File: src/sv/dema_pkg.sv
// shared constants, types and register codes for the dual average noise classifier
package dema_pkg;

  localparam int SAMPLE_BITS   = 12;
  localparam int FRACTION_BITS = 16;
  localparam int AVG_BITS      = SAMPLE_BITS + FRACTION_BITS;

  localparam int ALPHA_BITS  = 17;
  localparam int ALPHA_FRAC  = 16;
  localparam int THRESH_BITS = 16;
  localparam int THRESH_FRAC = 8;
  localparam int LEVEL_BITS  = 2;

  // shared signed multiplier: alpha or threshold times difference or baseline
  localparam int MUL_A_BITS = ALPHA_BITS + 1;
  localparam int MUL_B_BITS = AVG_BITS + 1;
  localparam int MUL_P_BITS = MUL_A_BITS + MUL_B_BITS;
  localparam int CMP_BITS   = THRESH_BITS + AVG_BITS;

  localparam int CFG_DATA_BITS  = ALPHA_BITS;
  localparam int CFG_INDEX_BITS = 3;

  // depth must be a power of two so the pointers wrap on their own
  localparam int QUEUE_DEPTH    = 2;
  localparam int QUEUE_PTR_BITS = $clog2(QUEUE_DEPTH);

  localparam logic [CFG_INDEX_BITS-1:0] REG_FAST_ALPHA        = CFG_INDEX_BITS'(0);
  localparam logic [CFG_INDEX_BITS-1:0] REG_SLOW_ALPHA        = CFG_INDEX_BITS'(1);
  localparam logic [CFG_INDEX_BITS-1:0] REG_REGULAR_THRESHOLD = CFG_INDEX_BITS'(2);
  localparam logic [CFG_INDEX_BITS-1:0] REG_HIGH_THRESHOLD    = CFG_INDEX_BITS'(3);
  localparam logic [CFG_INDEX_BITS-1:0] REG_TOXIC_THRESHOLD   = CFG_INDEX_BITS'(4);

  localparam logic [ALPHA_BITS-1:0]  FAST_ALPHA_RESET        = ALPHA_BITS'(6554);
  localparam logic [ALPHA_BITS-1:0]  SLOW_ALPHA_RESET        = ALPHA_BITS'(66);
  localparam logic [THRESH_BITS-1:0] REGULAR_THRESHOLD_RESET = THRESH_BITS'(307);
  localparam logic [THRESH_BITS-1:0] HIGH_THRESHOLD_RESET    = THRESH_BITS'(384);
  localparam logic [THRESH_BITS-1:0] TOXIC_THRESHOLD_RESET   = THRESH_BITS'(512);

  localparam logic [LEVEL_BITS-1:0] LEVEL_OK       = LEVEL_BITS'(0);
  localparam logic [LEVEL_BITS-1:0] LEVEL_REGULAR  = LEVEL_BITS'(1);
  localparam logic [LEVEL_BITS-1:0] LEVEL_ELEVATED = LEVEL_BITS'(2);
  localparam logic [LEVEL_BITS-1:0] LEVEL_CRITICAL = LEVEL_BITS'(3);

  typedef struct packed {
    logic [ALPHA_BITS-1:0]  fast_alpha;
    logic [ALPHA_BITS-1:0]  slow_alpha;
    logic [THRESH_BITS-1:0] regular_threshold;
    logic [THRESH_BITS-1:0] high_threshold;
    logic [THRESH_BITS-1:0] toxic_threshold;
  } cfg_t;

  // sample already scaled to the average's fixed point
  typedef struct packed {
    logic [AVG_BITS-1:0] x;
  } item_t;

  typedef struct packed {
    logic full;
    logic empty;
  } queue_status_t;

endpackage

File: src/sv/dema_if.sv
// handshake channels for samples and classification results
interface dema_in_if;
  logic                             valid;
  logic                             ready;
  logic [dema_pkg::SAMPLE_BITS-1:0] sample;

  modport source (output valid, output sample, input ready);
  modport sink (input valid, input sample, output ready);
endinterface

interface dema_out_if;
  logic                            valid;
  logic                            ready;
  logic [dema_pkg::LEVEL_BITS-1:0] level;
  logic [dema_pkg::AVG_BITS-1:0]   fast_average;
  logic [dema_pkg::AVG_BITS-1:0]   baseline_average;

  modport source (output valid, output level, output fast_average,
                  output baseline_average, input ready);
  modport sink (input valid, input level, input fast_average,
                input baseline_average, output ready);
endinterface

File: src/sv/dema_front.sv
// front stage: takes samples, scales them to fixed point and feeds the queue
module dema_front (
  input  logic                    clk,
  input  logic                    rst,
  dema_in_if.sink                 samples,
  input  dema_pkg::queue_status_t qstat,
  output logic                    push,
  output dema_pkg::item_t         push_item
);

  logic            held;
  dema_pkg::item_t item;

  assign push          = held && !qstat.full;
  assign push_item     = item;
  assign samples.ready = !held || push;

  always_ff @(posedge clk) begin
    if (rst) begin
      held <= 1'b0;
    end else if (samples.valid && samples.ready) begin
      held <= 1'b1;
    end else if (push) begin
      held <= 1'b0;
    end
    if (samples.valid && samples.ready) begin
      item.x <= {samples.sample, {dema_pkg::FRACTION_BITS{1'b0}}};
    end
  end

endmodule

File: src/sv/dema_queue.sv
// short item queue between the front stage and the arithmetic sequencer
module dema_queue (
  input  logic                    clk,
  input  logic                    rst,
  input  logic                    push,
  input  dema_pkg::item_t         push_item,
  input  logic                    pop,
  output dema_pkg::item_t         pop_item,
  output dema_pkg::queue_status_t status
);

  dema_pkg::item_t                        mem [dema_pkg::QUEUE_DEPTH];
  logic [dema_pkg::QUEUE_PTR_BITS-1:0]    wr_ptr;
  logic [dema_pkg::QUEUE_PTR_BITS-1:0]    rd_ptr;
  logic [dema_pkg::QUEUE_PTR_BITS:0]      count;

  assign status.full  = count == (dema_pkg::QUEUE_PTR_BITS + 1)'(dema_pkg::QUEUE_DEPTH);
  assign status.empty = count == '0;
  assign pop_item     = mem[rd_ptr];

  always_ff @(posedge clk) begin
    if (rst) begin
      wr_ptr <= '0;
      rd_ptr <= '0;
      count  <= '0;
    end else begin
      if (push) begin
        wr_ptr <= wr_ptr + 1'b1;
      end
      if (pop) begin
        rd_ptr <= rd_ptr + 1'b1;
      end
      case ({push, pop})
        2'b10:   count <= count + 1'b1;
        2'b01:   count <= count - 1'b1;
        default: count <= count;
      endcase
    end
    if (push) begin
      mem[wr_ptr] <= push_item;
    end
  end

endmodule

File: src/sv/dema_back.sv
// back end: updates both averages and classifies the ratio on one shared multiplier
module dema_back (
  input  logic                    clk,
  input  logic                    rst,
  input  dema_pkg::cfg_t          cfg,
  input  dema_pkg::queue_status_t qstat,
  input  dema_pkg::item_t         pop_item,
  output logic                    pop,
  dema_out_if.source              results
);

  typedef enum logic [2:0] {
    S_IDLE,
    S_FAST,
    S_SLOW,
    S_SLOW_UPD,
    S_CMP_REG,
    S_CMP_HIGH,
    S_CMP_TOXIC,
    S_DONE
  } state_t;

  localparam logic [dema_pkg::ALPHA_BITS-1:0] ALPHA_ONE =
    dema_pkg::ALPHA_BITS'(1) << dema_pkg::ALPHA_FRAC;
  localparam logic signed [dema_pkg::MUL_P_BITS-1:0] ROUND_HALF =
    dema_pkg::MUL_P_BITS'(1) << (dema_pkg::ALPHA_FRAC - 1);

  state_t                                  state;
  logic [dema_pkg::AVG_BITS-1:0]           x;
  logic [dema_pkg::AVG_BITS-1:0]           fast_avg;
  logic [dema_pkg::AVG_BITS-1:0]           slow_avg;
  logic signed [dema_pkg::MUL_P_BITS-1:0]  prod;
  logic [1:0]                              below;
  logic                                    out_valid;
  logic [dema_pkg::LEVEL_BITS-1:0]         out_level;
  logic [dema_pkg::AVG_BITS-1:0]           out_fast;
  logic [dema_pkg::AVG_BITS-1:0]           out_slow;

  logic signed [dema_pkg::MUL_A_BITS-1:0]  mul_a;
  logic signed [dema_pkg::MUL_B_BITS-1:0]  mul_b;
  logic signed [dema_pkg::MUL_P_BITS-1:0]  mul_p;
  logic [dema_pkg::CMP_BITS-1:0]           fast_scaled;
  logic                                    lt;
  logic                                    out_load;
  logic [dema_pkg::LEVEL_BITS-1:0]         level_next;

  function automatic logic signed [dema_pkg::MUL_A_BITS-1:0] sat_alpha(
    input logic [dema_pkg::ALPHA_BITS-1:0] a
  );
    logic [dema_pkg::ALPHA_BITS-1:0] s;
    s = (a > ALPHA_ONE) ? ALPHA_ONE : a;
    return $signed({1'b0, s});
  endfunction

  function automatic logic signed [dema_pkg::MUL_B_BITS-1:0] diff(
    input logic [dema_pkg::AVG_BITS-1:0] sx,
    input logic [dema_pkg::AVG_BITS-1:0] avg
  );
    return $signed({1'b0, sx}) - $signed({1'b0, avg});
  endfunction

  // avg + round_half_up(alpha * (x - avg) / 2^16), stays between x and avg
  function automatic logic [dema_pkg::AVG_BITS-1:0] blend(
    input logic [dema_pkg::AVG_BITS-1:0]          avg,
    input logic signed [dema_pkg::MUL_P_BITS-1:0] p
  );
    logic signed [dema_pkg::MUL_P_BITS-1:0] step;
    logic signed [dema_pkg::MUL_P_BITS-1:0] sum;
    step = (p + ROUND_HALF) >>> dema_pkg::ALPHA_FRAC;
    sum  = $signed({{(dema_pkg::MUL_P_BITS - dema_pkg::AVG_BITS){1'b0}}, avg}) + step;
    return sum[dema_pkg::AVG_BITS-1:0];
  endfunction

  always_comb begin
    mul_a = '0;
    mul_b = '0;
    case (state)
      S_FAST: begin
        mul_a = sat_alpha(cfg.fast_alpha);
        mul_b = diff(x, fast_avg);
      end
      S_SLOW: begin
        mul_a = sat_alpha(cfg.slow_alpha);
        mul_b = diff(x, slow_avg);
      end
      S_CMP_REG: begin
        mul_a = $signed({2'b00, cfg.regular_threshold});
        mul_b = $signed({1'b0, slow_avg});
      end
      S_CMP_HIGH: begin
        mul_a = $signed({2'b00, cfg.high_threshold});
        mul_b = $signed({1'b0, slow_avg});
      end
      S_CMP_TOXIC: begin
        mul_a = $signed({2'b00, cfg.toxic_threshold});
        mul_b = $signed({1'b0, slow_avg});
      end
      default: begin
        mul_a = '0;
        mul_b = '0;
      end
    endcase
  end

  assign mul_p       = mul_a * mul_b;
  // ratio below threshold exactly when fast * 256 < threshold * baseline
  assign fast_scaled = dema_pkg::CMP_BITS'({fast_avg, {dema_pkg::THRESH_FRAC{1'b0}}});
  assign lt          = fast_scaled < prod[dema_pkg::CMP_BITS-1:0];
  assign out_load    = (state == S_DONE) && (!out_valid || results.ready);
  assign pop         = (state == S_IDLE) && !qstat.empty;

  always_comb begin
    if (below[0]) begin
      level_next = dema_pkg::LEVEL_OK;
    end else if (below[1]) begin
      level_next = dema_pkg::LEVEL_REGULAR;
    end else if (lt) begin
      level_next = dema_pkg::LEVEL_ELEVATED;
    end else begin
      level_next = dema_pkg::LEVEL_CRITICAL;
    end
  end

  assign results.valid            = out_valid;
  assign results.level            = out_level;
  assign results.fast_average     = out_fast;
  assign results.baseline_average = out_slow;

  always_ff @(posedge clk) begin
    if (rst) begin
      state     <= S_IDLE;
      fast_avg  <= '0;
      slow_avg  <= '0;
      out_valid <= 1'b0;
    end else begin
      // the toxic product must survive a stalled result
      if (state != S_DONE) begin
        prod <= mul_p;
      end
      case (state)
        S_IDLE: begin
          if (pop) begin
            x     <= pop_item.x;
            state <= S_FAST;
          end
        end
        S_FAST: begin
          state <= S_SLOW;
        end
        S_SLOW: begin
          fast_avg <= blend(fast_avg, prod);
          state    <= S_SLOW_UPD;
        end
        S_SLOW_UPD: begin
          slow_avg <= blend(slow_avg, prod);
          state    <= S_CMP_REG;
        end
        S_CMP_REG: begin
          state <= S_CMP_HIGH;
        end
        S_CMP_HIGH: begin
          below[0] <= lt;
          state    <= S_CMP_TOXIC;
        end
        S_CMP_TOXIC: begin
          below[1] <= lt;
          state    <= S_DONE;
        end
        S_DONE: begin
          if (out_load) begin
            state <= S_IDLE;
          end
        end
        default: begin
          state <= S_IDLE;
        end
      endcase
      if (out_load) begin
        out_valid <= 1'b1;
        out_level <= level_next;
        out_fast  <= fast_avg;
        out_slow  <= slow_avg;
      end else if (results.ready) begin
        out_valid <= 1'b0;
      end
    end
  end

`ifndef SYNTHESIS
  a_fast_hold: assert property (@(posedge clk) disable iff (rst)
    (state != S_SLOW) |=> $stable(fast_avg))
    else $error("fast average changed outside its update step");

  a_slow_hold: assert property (@(posedge clk) disable iff (rst)
    (state != S_SLOW_UPD) |=> $stable(slow_avg))
    else $error("baseline average changed outside its update step");

  a_start: assert property (@(posedge clk) disable iff (rst)
    (state == S_FAST) |-> $past(pop))
    else $error("sequence started without taking an item from the queue");

  a_finish: assert property (@(posedge clk) disable iff (rst)
    out_load |=> (out_valid && state == S_IDLE))
    else $error("finished item not presented on the result channel");
`endif

endmodule

File: src/sv/dual_ema_noise_level_classifier.sv
// top level: config registers, front stage, item queue and arithmetic back end
//
//   channel    dir  handshake             payload
//   samples    in   valid / ready         sample [11:0]
//   results    out  valid / ready         level [1:0], fast_average [27:0],
//                                         baseline_average [27:0]
//   config     in   wr_en (no wait)       wr_index [2:0], wr_data [16:0]
//
// the back end handles one item at a time: five products run in turn through one
// shared 18 x 29 signed multiplier, plus the pop and the result load.
// samples are taken every cycle until the front register and the two-entry
// queue are full; a stalled result holds the back end in its last step.
// rst is synchronous: averages clear, registers return to their defaults.
module dual_ema_noise_level_classifier (
  input  logic                                  clk,
  input  logic                                  rst,
  dema_in_if.sink                               samples,
  dema_out_if.source                            results,
  input  logic                                  wr_en,
  input  logic [dema_pkg::CFG_INDEX_BITS-1:0]   wr_index,
  input  logic [dema_pkg::CFG_DATA_BITS-1:0]    wr_data
);

  dema_pkg::cfg_t          cfg;
  dema_pkg::queue_status_t qstat;
  dema_pkg::item_t         push_item;
  dema_pkg::item_t         pop_item;
  logic                    push;
  logic                    pop;

  always_ff @(posedge clk) begin
    if (rst) begin
      cfg.fast_alpha        <= dema_pkg::FAST_ALPHA_RESET;
      cfg.slow_alpha        <= dema_pkg::SLOW_ALPHA_RESET;
      cfg.regular_threshold <= dema_pkg::REGULAR_THRESHOLD_RESET;
      cfg.high_threshold    <= dema_pkg::HIGH_THRESHOLD_RESET;
      cfg.toxic_threshold   <= dema_pkg::TOXIC_THRESHOLD_RESET;
    end else if (wr_en) begin
      case (wr_index)
        dema_pkg::REG_FAST_ALPHA: begin
          cfg.fast_alpha <= wr_data[dema_pkg::ALPHA_BITS-1:0];
        end
        dema_pkg::REG_SLOW_ALPHA: begin
          cfg.slow_alpha <= wr_data[dema_pkg::ALPHA_BITS-1:0];
        end
        dema_pkg::REG_REGULAR_THRESHOLD: begin
          cfg.regular_threshold <= wr_data[dema_pkg::THRESH_BITS-1:0];
        end
        dema_pkg::REG_HIGH_THRESHOLD: begin
          cfg.high_threshold <= wr_data[dema_pkg::THRESH_BITS-1:0];
        end
        dema_pkg::REG_TOXIC_THRESHOLD: begin
          cfg.toxic_threshold <= wr_data[dema_pkg::THRESH_BITS-1:0];
        end
        default: begin
        end
      endcase
    end
  end

  dema_front u_front (
    .clk       (clk),
    .rst       (rst),
    .samples   (samples),
    .qstat     (qstat),
    .push      (push),
    .push_item (push_item)
  );

  dema_queue u_queue (
    .clk       (clk),
    .rst       (rst),
    .push      (push),
    .push_item (push_item),
    .pop       (pop),
    .pop_item  (pop_item),
    .status    (qstat)
  );

  dema_back u_back (
    .clk      (clk),
    .rst      (rst),
    .cfg      (cfg),
    .qstat    (qstat),
    .pop_item (pop_item),
    .pop      (pop),
    .results  (results)
  );

endmodule

File: src/flat_wrapper.sv
// flat-port wrapper written by rule: the top's interface ports become plain ports
module dual_ema_noise_level_classifier_flat 
  (clk, rst, wr_en, wr_index, wr_data, samples_valid, samples_sample, samples_ready, results_valid, results_level, results_fast_average, results_baseline_average, results_ready);
  dema_in_if samples_i ();
  dema_out_if results_i ();
  input  logic clk;
  input  logic rst;
  input  logic wr_en;
  input  logic [dema_pkg::CFG_INDEX_BITS-1:0] wr_index;
  input  logic [dema_pkg::CFG_DATA_BITS-1:0] wr_data;
  input wire logic [$bits(samples_i.valid)-1:0] samples_valid;
  input wire logic [$bits(samples_i.sample)-1:0] samples_sample;
  output wire logic [$bits(samples_i.ready)-1:0] samples_ready;
  output wire logic [$bits(results_i.valid)-1:0] results_valid;
  output wire logic [$bits(results_i.level)-1:0] results_level;
  output wire logic [$bits(results_i.fast_average)-1:0] results_fast_average;
  output wire logic [$bits(results_i.baseline_average)-1:0] results_baseline_average;
  input wire logic [$bits(results_i.ready)-1:0] results_ready;
  assign samples_i.valid = samples_valid;
  assign samples_i.sample = samples_sample;
  assign samples_ready = samples_i.ready;
  assign results_valid = results_i.valid;
  assign results_level = results_i.level;
  assign results_fast_average = results_i.fast_average;
  assign results_baseline_average = results_i.baseline_average;
  assign results_i.ready = results_ready;
  dual_ema_noise_level_classifier u_core (.clk(clk), .rst(rst), .samples(samples_i), .results(results_i), .wr_en(wr_en), .wr_index(wr_index), .wr_data(wr_data));
endmodule
File: config.mk
export PLATFORM = sky130hd
export DESIGN_NAME = dual_ema_noise_level_classifier_flat
export DESIGN_NICKNAME = d
export VERILOG_FILES = /design/src/sv/dema_pkg.sv /design/src/sv/dema_if.sv /design/src/sv/dema_front.sv /design/src/sv/dema_queue.sv /design/src/sv/dema_back.sv /design/src/sv/dual_ema_noise_level_classifier.sv /design/src/flat_wrapper.sv
export SDC_FILE = /design/constraint.sdc
export NUM_CORES = 2
export LEC_CHECK = 0
export BUFFER_PORTS_ARGS = -buffer_cell sky130_fd_sc_hd__buf_2
export CAP_MARGIN = 10
export CORE_MARGIN = 2
export CORE_UTILIZATION = 52
export CTS_BUF_LIST = sky130_fd_sc_hd__clkbuf_4
export DETAILED_ROUTE_END_ITERATION = 10
export PLACE_DENSITY = 0.71
export SYNTH_ARGS = -nofsm -noshare
export SYNTH_HDL_FRONTEND = slang
export SYNTH_SLANG_ARGS = --single-unit
File: constraint.sdc
create_clock -name clk -period 10.1 [get_ports clk]
set_clock_uncertainty 0.1 [all_clocks]
set_input_delay 0.505 -clock clk [delete_from_list [all_inputs] [get_ports clk]]
set_output_delay 0.505 -clock clk [all_outputs]
set_load 0.01 [all_outputs]
==> metrics.txt <==
final core utilization 58.0%; DR vias/cell 5.58; critical path data required time 10.51 ns; die area 64900 um^2; Tot GR Track Use 28.9%; Final Critical Period 9.49 ns; Crit Reg-Reg Endpoint u_core.u_back.prod[41]$_DFFE_PP_; hold path start wr_index[0]; Top FF cell, synth edfxtp_1; most frequent cells in the layout 635 x inv_1, 606 x nand2_1, 458 x fa_1, 244 x nor2_1, 207 x a21oi_1; root buf cell clkbuf_4; clock sinks 299; static leakage 16.5 nW; R2R setup slack 0.61 ns; Seq cells post-synth 299; FILL cells 5538; CP Launch Type flip-flop; Hold Path End u_core.cfg[47]$_SDFFE_PP0P_; initial antenna violation count 2; P per Cell Area 188 nW/um^2; Core Area 61900 um^2; wire length per cell 19.4 um; drt first pass iters 5; worst hold path stage count 4; Top Ports 97; Port-buffer cells 96; max_cap viols 0; drc violations 0; highest cell delay on the worst timing path 0.53 ns; Clock Path Buffers 3; CTS tree done; post-synthesis sequential area ratio 22.9%; Vias 26.4k; pin count of the biggest net entering global routing 83; Detailed Place HPWL 71700 um; worst rel slew slack 26.4%; CP Class reg2reg; maximum clock rate 105 MHz; Crit path top cell by count fa_1; Die Wd 255 um; crit share post-route 93.9%; Starting Density 52.8%; Critical Path End Type flip-flop; chip height 255 um; commonest non-fill, non-tap cell in the layout inv_1; Critical R2R Launch u_core.u_back.state[0]$_SDFFE_PP0P_; unrepaired setup endpoints after global routing false; DRT antenna net count 0; count of cell types in the netlist 81; Overflow after GRT 0; H-Tree Depth 3; GP Congestion 0.972; CP max stage cell fa_1; share of cells above drive strength 1 9.73%; CP max FO 12; Worst Hold Margin 0.184 ns; syn_area_per_cell 8.89 um^2; cts bufs inserted 75; Ys Warns 0; Worst Path Arrival 9.89 ns; final setup vio count 0; area grow syn2layout 9.73%; Hold Crit Class in2reg; initial DRC count 2042; nets@finish 4542; Peak supply drop 0.000155 V; setup_tns 0 ns; worst reg-to-reg path cell count 34; final hold vios 0; final wirelength 91700 um; async set-reset flop share out of synthesis 0%; Slew Limit Fails 0; Mapped Area 32700 um^2; clk_lat worst skew 0.76 ns; std cell rows 91; Post-Syn Nets 4380; synthesized netlist cell count 3679; Least-Margin Pin Slew 1.10 ns; result of the run finished, final reports clean; Clock Pin Slew Worst Setup and Hold Paths 0.07 ns; vias in the first global route 26.6k; first-pass GRT wire length 145000 um; Post-synth EDFFs 152
==> worst max-delay path by stage <==
stage | startpoint | endpoint
6_report | u_core.u_back.state[0]$_SDFFE_PP0P_ | u_core.u_back.prod[41]$_DFFE_PP_
5_1_grt | u_core.u_back.state[0]$_SDFFE_PP0P_ | u_core.u_back.prod[41]$_DFFE_PP_
4_1_cts | u_core.u_back.state[0]$_SDFFE_PP0P_ | u_core.u_back.prod[37]$_DFFE_PP_
3_5_place_dp | u_core.u_back.state[0]$_SDFFE_PP0P_ | u_core.u_back.prod[40]$_DFFE_PP_
3_3_place_gp | u_core.u_back.state[0]$_SDFFE_PP0P_ | u_core.u_back.prod[37]$_DFFE_PP_
2_1_floorplan | u_core.u_back.state[0]$_SDFFE_PP0P_ | u_core.u_back.prod[41]$_DFFE_PP_
==> flip-flops by register name, summed over array words and instances (netlist names), 2 cells and up <==
register                                count
u_core.u_back.prod                         44
u_core.u_back.results.baseline_average     28
u_core.u_back.x                            12
u_core.u_queue.mem                         24
u_core.cfg                                 82
u_core.u_back.slow_avg                     28
u_core.u_back.fast_avg                     28
u_core.u_back.state                         3
u_core.u_back.below                         2
u_core.u_front.push_item                   12
u_core.u_queue.count                        2
u_core.u_back.results.fast_average         28
u_core.u_back.results.level                 2
==> Yosys cell counts, types with 35 or more instances <==
cell type,count,share of area (%)
clkbuf_1,128,1.5
xnor2_1,101,2.7
o21ai_0,80,1.2
inv_1,635,7.3
fa_1,458,28
nand2_1,606,7.0
nor2b_1,50,0.96
dfxtp_1,147,9.0
nor3_1,43,0.66
and2_1,58,1.1
edfxtp_1,152,14
a22oi_1,35,0.80
ha_1,206,7.9
a21oi_1,208,3.2
nand2b_1,41,0.78
a21o_1,43,0.99
nor2_1,244,2.8
nand3_1,46,0.70
==> stage by stage <==
step	total power, mW	area [um^2]	instances	worst slack, ns
global route	7.24	35900	4732	0.0333
floorplan	4.35	32700	3679	0.227
detailed placement	5.64	34600	4565	0.303
CTS	6.68	35800	4726	0.247
finish	6.76	35900	4733	0.613
global placement	5.59	34600	4565	0.412
==> worst max-delay path, delay by kind of cell, from the launching register on <==
kind / cells / cell delay, ns
adders and majority gates: 9 / 3.91
AOI/OAI and AO/OA: 11 / 2.25
and+or+nand+nor: 8 / 1.86
buffers and inverters: 5 / 0.52
DFF: 1 / 0.40
xor gates and xnor gates: 1 / 0.15
==> power by group <==
group,switching (mW),internal [mW],total [mW]
Sequential,0.209,1.48,1.69
Clock,0.521,0.493,1.01
Combinational,2.58,1.48,4.06
==> logic make-up (layout without fill, tap and decap cells) <==
logic type               after synthesis  count (layout)  synth area share, %
AO/OA/AOI/OAI                        569             569                 11.2
XOR/XNOR                             132             132                 3.53
adder cells (fa/ha/maj)              664             664                 35.9
buffers and inverters                781             996                 9.03
flip-flops                           299             299                 22.9
multiplexers                          26              26                0.857
other                                  0               2                    0
AND/OR/NAND/NOR                     1208            1208                 16.6
==> final cells by class <==
cell class	instances	area, um^2	area share, %
Antenna cell	2	5.00	0.0139
Clock buffer	107	803	2.24
Clock inverter	23	119	0.331
Inverter	635	2380	6.64
Multi-Input combinational cell	2599	22400	62.5
Sequential cell	299	7510	20.9
Tap cell	837	1050	2.92
Timing Repair Buffer	231	1600	4.46
==> layer usage <==
layer | global-route usage (%) | share of wire [%] | up-vias
met4 | 10.8 | 3.8 | 2
met1 | 37.4 | 40 | 12949
met3 | 4.63 | 7.3 | 239
met5 | 0 | 0.015 | -
li1 | - | - | 12158
met2 | 49.1 | 48 | 1065
==> timing repair <==
| action | CTS | global route |
|---|---|---|
| resized for setup | 0 | 13 |
| setup endpoints to repair | 0 | 12 |
| hold endpoints to repair | 97 | 0 |
| setup buffers | 0 | 5 |
| hold buffers | 31 | 0 |
Note: power is estimated with default switching activity, not from simulation.
